===== src/rtl/qmr_pkg.sv =====
package qmr_pkg;

    localparam int DW = 16;            // data width
    localparam int FB = 14;            // fraction bits
    localparam int OW = DW + 1;        // operand width, holds an exact negation
    localparam int PW = 2 * OW;        // product width
    localparam int AW = PW + 2;        // accumulator width for four products plus rounding

    localparam logic CMD_MUL = 1'b0;
    localparam logic CMD_ROT = 1'b1;

    typedef logic signed [DW-1:0] data_t;
    typedef logic signed [OW-1:0] opnd_t;
    typedef logic signed [PW-1:0] prod_t;
    typedef logic signed [AW-1:0] acc_t;

    localparam data_t DATA_MAX = data_t'({1'b0, {(DW-1){1'b1}}});
    localparam data_t DATA_MIN = data_t'({1'b1, {(DW-1){1'b0}}});
    localparam acc_t  ROUND_HALF = acc_t'(1) <<< (FB - 1);

    // Hamilton product terms: component k, term j uses a[TERM_A] * b[TERM_B]
    localparam logic [1:0] TERM_A [4][4] = '{
        '{2'd0, 2'd1, 2'd2, 2'd3},
        '{2'd0, 2'd1, 2'd2, 2'd3},
        '{2'd0, 2'd2, 2'd3, 2'd1},
        '{2'd0, 2'd3, 2'd1, 2'd2}
    };
    localparam logic [1:0] TERM_B [4][4] = '{
        '{2'd0, 2'd1, 2'd2, 2'd3},
        '{2'd1, 2'd0, 2'd3, 2'd2},
        '{2'd2, 2'd0, 2'd1, 2'd3},
        '{2'd3, 2'd0, 2'd2, 2'd1}
    };
    localparam logic TERM_NEG [4][4] = '{
        '{1'b0, 1'b1, 1'b1, 1'b1},
        '{1'b0, 1'b0, 1'b0, 1'b1},
        '{1'b0, 1'b0, 1'b0, 1'b1},
        '{1'b0, 1'b0, 1'b0, 1'b1}
    };

endpackage


===== src/rtl/qmr_rsum.sv =====
module qmr_rsum (
    input  logic           clk,
    input  logic           en,
    input  qmr_pkg::prod_t prod[4][4],
    output qmr_pkg::data_t res [4],
    output logic [3:0]     sat
);

    qmr_pkg::data_t res_reg [4];
    qmr_pkg::data_t res_next[4];
    logic [3:0]     sat_reg;
    logic [3:0]     sat_next;
    qmr_pkg::acc_t  sum     [4];
    qmr_pkg::acc_t  shifted [4];
    logic [qmr_pkg::AW-qmr_pkg::DW:0] upper [4];

    always_comb
    begin
        for (int k = 0; k < 4; k++)
        begin
            sum[k] = qmr_pkg::ROUND_HALF;
            for (int j = 0; j < 4; j++)
            begin
                if (qmr_pkg::TERM_NEG[k][j])
                    sum[k] = sum[k] - qmr_pkg::acc_t'(prod[k][j]);
                else
                    sum[k] = sum[k] + qmr_pkg::acc_t'(prod[k][j]);
            end
            shifted[k] = sum[k] >>> qmr_pkg::FB;
            // in range when every bit above the result's sign matches it
            upper[k] = shifted[k][qmr_pkg::AW-1:qmr_pkg::DW-1];
            if ((upper[k] == '0) || (upper[k] == '1))
            begin
                res_next[k] = shifted[k][qmr_pkg::DW-1:0];
                sat_next[k] = 1'b0;
            end
            else
            begin
                res_next[k] = shifted[k][qmr_pkg::AW-1] ? qmr_pkg::DATA_MIN
                                                         : qmr_pkg::DATA_MAX;
                sat_next[k] = 1'b1;
            end
        end
    end

    always_ff @(posedge clk)
    begin
        if (en)
        begin
            res_reg <= res_next;
            sat_reg <= sat_next;
        end
    end

    assign res = res_reg;
    assign sat = sat_reg;

endmodule


===== config.mk =====
export PLATFORM = sky130hd
export DESIGN_NAME = qmr_rsum
export DESIGN_NICKNAME = d
export VERILOG_FILES = /design/src/rtl/qmr_pkg.sv /design/src/rtl/qmr_rsum.sv
export SDC_FILE = /design/constraint.sdc
export NUM_CORES = 1
export LEC_CHECK = 0
export ABC_CLOCK_PERIOD_IN_PS = 5600
export BUFFER_PORTS_ARGS = -buffer_cell sky130_fd_sc_hd__clkbuf_2
export CAP_MARGIN = 20
export CELL_PAD_IN_SITES_DETAIL_PLACEMENT = 0
export CELL_PAD_IN_SITES_GLOBAL_PLACEMENT = 1
export CORE_AREA = 3 3 236 238
export DETAILED_ROUTE_END_ITERATION = 8
export DIE_AREA = 0 0 239 241
export MAX_ROUTING_LAYER = met4
export PLACE_DENSITY = 0.68
export SLEW_MARGIN = 20
export SYNTH_ARGS = -nofsm -noshare
export SYNTH_HDL_FRONTEND = slang
export SYNTH_SLANG_ARGS = --single-unit
export TNS_END_PERCENT = 5

===== constraint.sdc =====
create_clock -name clk -period 5.6 [get_ports clk]
set_input_delay 0.56 -clock clk [delete_from_list [all_inputs] [get_ports clk]]
set_output_delay 0.56 -clock clk [all_outputs]
set_load 0.01 [all_outputs]

# Yosys cells after proc, flatten, opt, wreduce, memory -nomap -nowiden
# Cells that the tools add are included.
[classes] n_addsub=16 eq_ne=4 muxes=12 reduce_logical=8
[op_table] operator="subtractor 36 x 34 -> 36 bit" count=5
[op_table] operator="adder 15 x 34 -> 35 bit, first input constant" count=4
[op_table] operator="two-way mux 16 bit" count=8
[op_table] operator="adder 35 x 34 -> 36 bit" count=3
[op_table] operator="adder 36 x 34 -> 36 bit" count=3
[op_table] operator="== test 21 bit, second input constant" count=4
[op_table] operator="logical NOT 21 bit" count=4
[op_table] operator="subtractor 35 x 34 -> 36 bit" count=1
[op_table] operator="logical OR 1 bit" count=4
[op_table] operator="two-way mux 1 bit" count=4
[word_totals] reg_bits=68 in_bits=546 output_inout_bits=68 wordCells=45

# Longest topological paths before layout
# Gate-level depths: netlist (run 1).
[depth] word_depth=7 mapped_depth=18 ltp_nobuf=17

# Least setup slack after synthesis (run 1)
# Ideal clock, no wire load.
[synth_timing] path_type="input-to-reg" start="input port prod[284] (netlist name)" end="register res_reg (netlist bit res[35]) (data pin)" setup_ns=0.265 arrival_time_ns=4.502 required_ns=5.335 slack_ns=0.833 path_stages=16 path_cell_list="inv_1 fa_1 fa_1 fa_1 ha_1 a21o_1 a21o_1 a221oi_1 a21oi_1 o21ai_2 a31oi_1 or4_1 a2111o_1 nand2_2 buf_6 o211ai_1"
[synth_rtl] item="start, declared" line="qmr_rsum.sv:4" text="input qmr_pkg::prod_t prod[4][4],"
[synth_rtl] item="end signal, assigned" line="qmr_rsum.sv:50" text="res_reg <= res_next;"
[synth_rtl] item="end, declared" line="qmr_rsum.sv:9" text="qmr_pkg::data_t res_reg [4];"

==> results of run 1 <==
## area by class of cell
cell class | instances | area [um2] | area share
multi-input combinational | 1268 | 13350 | 0.6441
timing repair buffer | 623 | 3146 | 0.1518
sequential | 68 | 2042 | 0.09856
inverter | 272 | 1021 | 0.04928
tap | 696 | 870.8 | 0.04203
clock buffer | 10 | 229.0 | 0.01105
clock inverter | 6 | 55.05 | 0.002657
antenna | 4 | 10.01 | 0.0004831
## final timing paths
check	to	cells past startpoint	startpoint	slack, ns
worst min-delay path	res[10]	1	en	0.91
worst max-delay path	res[35]	16	prod[284]	0.61
## power breakdown
group	total (mW)	internal [mW]	switching [mW]	leakage [nW]
combinational	6.65	2.72	3.93	9.88
sequential	1.17	1.07	0.105	0.668
clock	0.564	0.340	0.224	0.137
total	8.38	4.12	4.26	10.7
## per-stage QoR
step           instances  hold WS [ns]
2_1_floorplan       1630        0.6725
3_3_place_gp        2927         1.000
3_5_place_dp        2927        0.9997
4_1_cts             2943        0.9116
5_1_grt             2947        0.9378
6_report            2947        0.9083
## worst max-delay path, cell delays in order
cell and delay [ns]:
clkbuf_2 0.11, inv_1 0.06, fa_1 0.44, fa_1 0.53, fa_1 0.43, ha_1 0.36, nand4_1 0.16, nor3_1 0.09
a221oi_1 0.27, o211ai_1 0.22, a31oi_2 0.45, o21ai_1 0.18, a311o_1 0.42, a2111o_1 0.46, nand2_2 0.21, o211ai_1 0.12
## Yosys cell counts (20+ instances only)
| cell type | count |
|---|---|
| o21ai_1 | 39 |
| edfxtp_1 | 68 |
| xor2_1 | 39 |
| nand4_1 | 20 |
| fa_1 | 268 |
| a21o_1 | 44 |
| nor3_1 | 23 |
| nor2_1 | 52 |
| nand3_1 | 29 |
| ha_1 | 276 |
| xnor2_1 | 47 |
| nand2_1 | 74 |
| inv_1 | 272 |
| o21ai_0 | 52 |
| a21oi_1 | 114 |
## metal layers
metal	global-route usage	wire length [um]	vias up
met1	0.2081	20630	6700
met5	-	0	-
li1	-	-	6859
met4	0.04526	949	0
met2	0.3358	27280	426
met3	0.04228	3576	40
## cell families (layout without fill, tap and decap cells)
kind of cell / count (synthesis) / count (layout) / share of synthesized area
simple gates: 262 / 262 / 0.07855
buf+inv: 294 / 911 / 0.06847
fa+ha+maj: 544 / 544 / 0.5339
compound gates: 369 / 369 / 0.1451
other cells: 0 / 4 / 0
xor+xnor: 87 / 87 / 0.04658
flops: 68 / 68 / 0.1236
mux: 6 / 6 / 0.003787
## placed cells by master (no fill, tap or decap), types with 5 or more instances in the layout
master     Yosys  final
a211oi_1       9      9
a21o_1        44     44
a21oi_1      114    114
a221oi_1       5      5
a31oi_1       10     10
and2_1         6      6
and3_1         7      7
buf_4          1     11
clkbuf_16      0      9
clkbuf_2       0    612
edfxtp_1      68     68
fa_1         268    268
ha_1         276    276
inv_1        272    272
nand2_1       74     74
nand2b_1       8      8
nand3_1       29     29
nand3b_1       5      5
nand4_1       20     20
nor2_1        52     52
nor2b_1       11     11
nor3_1        23     23
o2111ai_1      7      7
o211ai_1      11     11
o21a_1        13     13
o21ai_0       52     52
o21ai_1       39     39
o21bai_1      13     13
or3_1          5      5
xnor2_1       47     47
xor2_1        39     39
==> metrics.md, run 1 <==
| Metric | Value |
|---|---|
| Post-Syn Area per Cell | `slightly above 10 um2` |
| CP endpoint kind | `register` |
| Outcome | `finished clean` |
| Vias in the first global route | `15259` |
| Area leader, netlist | `fa_1` |
| Largest net degree at the start of global routing | `just under 70` |
| Root Buffer | `clkbuf_16` |
| Post-Layout Inst Area | `20720 um2` |
| TritonRoute pass-1 iters | `5` |
| Max Freq | `0.2003 GHz` |
| Routability cong. | `0.8532` |
| Die area | `57600 um2` |
| Number of flip-flops in the largest register | `between 60 and 70` |
| Final Power | `around 8.4 mW` |
| Yosys reg bits | `between 60 and 70` |
| Min cycle time layout | `approximately 5 ns` |
| Dominant synthesized flop cell | `edfxtp_1` |
| Ys async rst share | `0` |
| Pre-CTS setup slack | `0.2007 ns` |
| CTS Buffer Depth | `2` |
| WL per Instance | `around 18 um` |
| WP data arrival | `between 5 and 6 ns` |
| Final worst slack | `0.6076 ns` |
| Synth Cell Area | `about 17000 um2` |
| Worst-path clk slew | `about 0.06 ns` |
| Fin util | `0.3850` |
| Num CTS Buffers | `9` |
| P_leak | `between 10 and 15 nW` |
| Post-route DRC | `0` |
| Final period util | `0.8915` |
| Worst min path class | `input pin to register` |
| Crit start category | `input pin` |
| # hold bufs at CTS | `0` |
| GRT Total Usage | `0.1858` |
| VDD IR-drop max | `roughly 220 uV` |
| Total congestion overflow | `0` |
| Final setup viols | `0` |
| Cells after Synth | `1630` |
| Core box area | `roughly 54000 um2` |
| Number of buffers added on ports | `roughly 610` |
| Cell row count | `85` |
| Routed WL | `between 50000 and 60000 um` |
| Synth cell types | `77` |
| Register area share after synthesis | `0.1236` |
| CP Class | `input pin to register` |
| Number of vias in the routed layout | `14025` |
| Post-CTS setup buffers | `0` |
| Layout area overhead | `25.43%` |
| Pwr/cell area | `404.6 nW/um2` |
| Vert. Die Dim | `241 um` |
| First-pass GRT wire length | `between 80000 and 90000 um` |
| Initial Util | `0.3070` |
| Cell Area, Placed | `between 20000 and 25000 um2` |
| Post-synth top area share | `0.3248` |
| Worst-margin pin slew | `approximately 0.99 ns` |
| TritonCTS Sinks | `68` |
| Final Hold Fails | `0` |
| H-tree levels | `3` |
| Initial antenna violation count | `4` |
| Post-CTS Resized | `0` |
| # nets final | `~3300` |
| FILL cells | `5499` |
| Max-cap violations | `0` |
| DR vias/cell | `around 4.8` |
| Antenna Violating Nets Remaining | `0` |
| Post-DP HPWL | `~50000 um` |
| RSZ-0062 raised after global routing | `no` |
| Max-slew headroom | `0.3406` |
| Horizontal die dimension | `~240 um` |
| Number of flops mapped to enable cells by yosys | `around 70` |
| Max Slew Vio Count | `0` |
| I/O Pins | `about 610` |
| CTS tree | `built` |
| Req. time, crit path | `between 5 and 6 ns` |
| Yosys Warn Count | `0` |
| Final TNS setup | `0 ns` |
| Mapped Nets | `approximately 2700` |
| DRT iter0 DRCs | `553` |
| Share of layout cells above drive strength 1 | `0.2946` |
| Worst-path maximum fanout | `12` |
| Synth area leaders | `fa_1, ha_1, edfxtp_1, inv_1, a21oi_1` |
(Power assumes the default switching activity.)
==> inputs of run 2 (changes only) <==
--- a/config.mk
+++ b/config.mk
@@ -16,3 +16,3 @@
 export MAX_ROUTING_LAYER = met4
-export PLACE_DENSITY = 0.68
+export PLACE_DENSITY = 0.71
 export SLEW_MARGIN = 20
==> constraint.sdc (replaced) <==
create_clock -name clk -period 5.6 [get_ports clk]
set_input_delay 0.28 -clock clk [delete_from_list [all_inputs] [get_ports clk]]
set_output_delay 0.28 -clock clk [all_outputs]
set_load 0.01 [all_outputs]
==> run 2 against run 1 <==
Non-clock buffer count down 4. Critical path depth unchanged. Clock-buffer cell count up 1. Cell count down 0.24%. Clock power up 4.4%. Global-route usage down 0.17 points. Maximum frequency up 5.1%. Core utilization down 0.067 points. Cell area down 0.18%. Routed wire length down 1.6%. Combinational power about the same.
==> metrics.md, run 2 (synthesized netlist as in run 1, its figures left out) <==
| Metric | Value |
|---|---|
| TritonCTS Sinks | `68 (unchanged)` |
| H-tree levels | `3 (unchanged)` |
| Final setup viols | `0 (unchanged)` |
| Vias in the first global route | `15425 (+1.1%)` |
| DRT iter0 DRCs | `545 (-1.4%)` |
| Crit start category | `input pin` |
| RSZ-0062 raised after global routing | `no` |
| Final Hold Fails | `0 (unchanged)` |
| Post-CTS Resized | `0 (unchanged)` |
| Post-route DRC | `0 (unchanged)` |
| Final TNS setup | `0 ns (unchanged)` |
| DR vias/cell | `4.787 (+0.60%)` |
| WP data arrival | `4.83 ns (-0.25 ns)` |
| Commonest non-fill, non-tap cell in the layout | `clkbuf_2` |
| Share of layout cells above drive strength 1 | `0.2938 (-0.0008121)` |
| Max-cap violations | `0 (unchanged)` |
| Vert. Die Dim | `241 um (unchanged)` |
| Worst-margin pin slew | `1.074 ns (+0.08472 ns)` |
| Core box area | `53810 um2 (unchanged)` |
| Outcome | `finished clean` |
| Max-slew headroom | `0.2841 (-0.05648)` |
| Req. time, crit path | `5.68 ns (about the same)` |
| Final worst slack | `0.8503 ns (+0.2427 ns)` |
| Antenna Violating Nets Remaining | `0 (unchanged)` |
| Post-DP HPWL | `47600 um (-2.4%)` |
| Max Slew Vio Count | `0 (unchanged)` |
| Pre-CTS setup slack | `0.4293 ns (+0.2286 ns)` |
| Min cycle time layout | `4.750 ns (-0.2427 ns)` |
| Layout area overhead | `25.21%` |
| Root Buffer | `clkbuf_16` |
| Die area | `57600 um2 (unchanged)` |
| Max Freq | `0.2105 GHz (+5.1%)` |
| I/O Pins | `614 (unchanged)` |
| Initial antenna violation count | `1 (-3)` |
| Final Power | `8.391 mW (+0.11%)` |
| Cell row count | `85 (unchanged)` |
| GRT Total Usage | `0.1841 (-0.001660)` |
| First-pass GRT wire length | `79690 um (-0.62%)` |
| Pwr/cell area | `405.7 nW/um2 (+0.28%)` |
| VDD IR-drop max | `177.1 uV (-18%)` |
| # hold bufs at CTS | `0 (unchanged)` |
| Post-CTS setup buffers | `0 (unchanged)` |
| Number of flip-flops in the largest register | `64 (unchanged)` |
| Worst min path class | `input pin to register` |
| Largest net degree at the start of global routing | `69 (unchanged)` |
| CP Class | `input pin to register` |
| Final period util | `0.8482 (-0.04334)` |
| FILL cells | `5471 (-0.51%)` |
| WL per Instance | `17.56 um (-1.3%)` |
| Commonest non-fill, non-tap cells in the layout | `clkbuf_2, ha_1, inv_1, fa_1, a21oi_1` |
| Total congestion overflow | `0 (unchanged)` |
| Worst-path maximum fanout | `13 (+1)` |
| Routed WL | `51620 um (-1.6%)` |
| Horizontal die dimension | `239 um (unchanged)` |
| Number of vias in the routed layout | `14075 (+0.36%)` |
| CTS tree | `built` |
| Routability cong. | `0.9459 (+11%)` |
| TritonRoute pass-1 iters | `5 (unchanged)` |
| P_leak | `10.67 nW (-0.17%)` |
| CTS Buffer Depth | `2 (unchanged)` |
| Num CTS Buffers | `9 (unchanged)` |
| Number of buffers added on ports | `613 (unchanged)` |
| Worst-path clk slew | `0.06 ns (about the same)` |
| # nets final | `3328 (-0.12%)` |
| CP endpoint kind | `register` |
| Initial Util | `0.3070 (unchanged)` |
## run 2: final cells by class
type                       instances  area (um2)  share of cell area
antenna                            1       2.502           0.0001210
clock buffer                      11       232.7             0.01125
clock inverter                     5       52.55            0.002541
inverter                         272        1021             0.04936
multi-input combinational       1268       13350              0.6453
sequential                        68        2042             0.09873
tap                              696       870.8             0.04211
timing repair buffer             619        3115              0.1506
## run 2: where the power goes
part	switching, mW	internal, mW
combinational	3.93	2.70
clock	0.246	0.343
sequential	0.108	1.07
total	4.28	4.11
## run 2: through the flow
| stage | hold slack [ns] | instances | cell area [um2] | utilization |
|---|---|---|---|---|
| floorplan | 0.3925 | 1630 | 16520 | - |
| global placement | 0.7177 | 2923 | 20390 | 0.3790 |
| CTS | 0.6158 | 2939 | 20680 | 0.3843 |
| finish | 0.6287 | 2940 | 20680 | 0.3843 |
| detailed placement | 0.7152 | 2923 | 20390 | 0.3790 |
| global route | 0.6648 | 2940 | 20680 | 0.3843 |
## run 2: critical path: stages
cell and delay [ns]:
clkbuf_2 0.08, inv_1 0.04, fa_1 0.45, fa_1 0.49
fa_1 0.39, ha_1 0.35, a21oi_1 0.31, o21ai_0 0.20
a2111oi_2 0.35, nor2_2 0.16, a311oi_2 0.43, o21ai_1 0.11
a21oi_1 0.21, xnor2_1 0.26, a21oi_2 0.58, nor3_1 0.13
## run 2: layer usage
layer | track usage | up-vias | wire (um)
met1 | 0.2042 | 6688 | 20310
met3 | 0.03988 | 51 | 3568
met4 | 0.06212 | 0 | 1266
met2 | 0.3286 | 499 | 26470
li1 | - | 6837 | -
met5 | - | - | 0
## run 2: path summary, 6_finish.rpt
kind,startpoint,end,slack [ns],cells after the start
worst max-delay path,prod[148],res[20],0.85,16
worst min-delay path,en,res[0],0.63,1
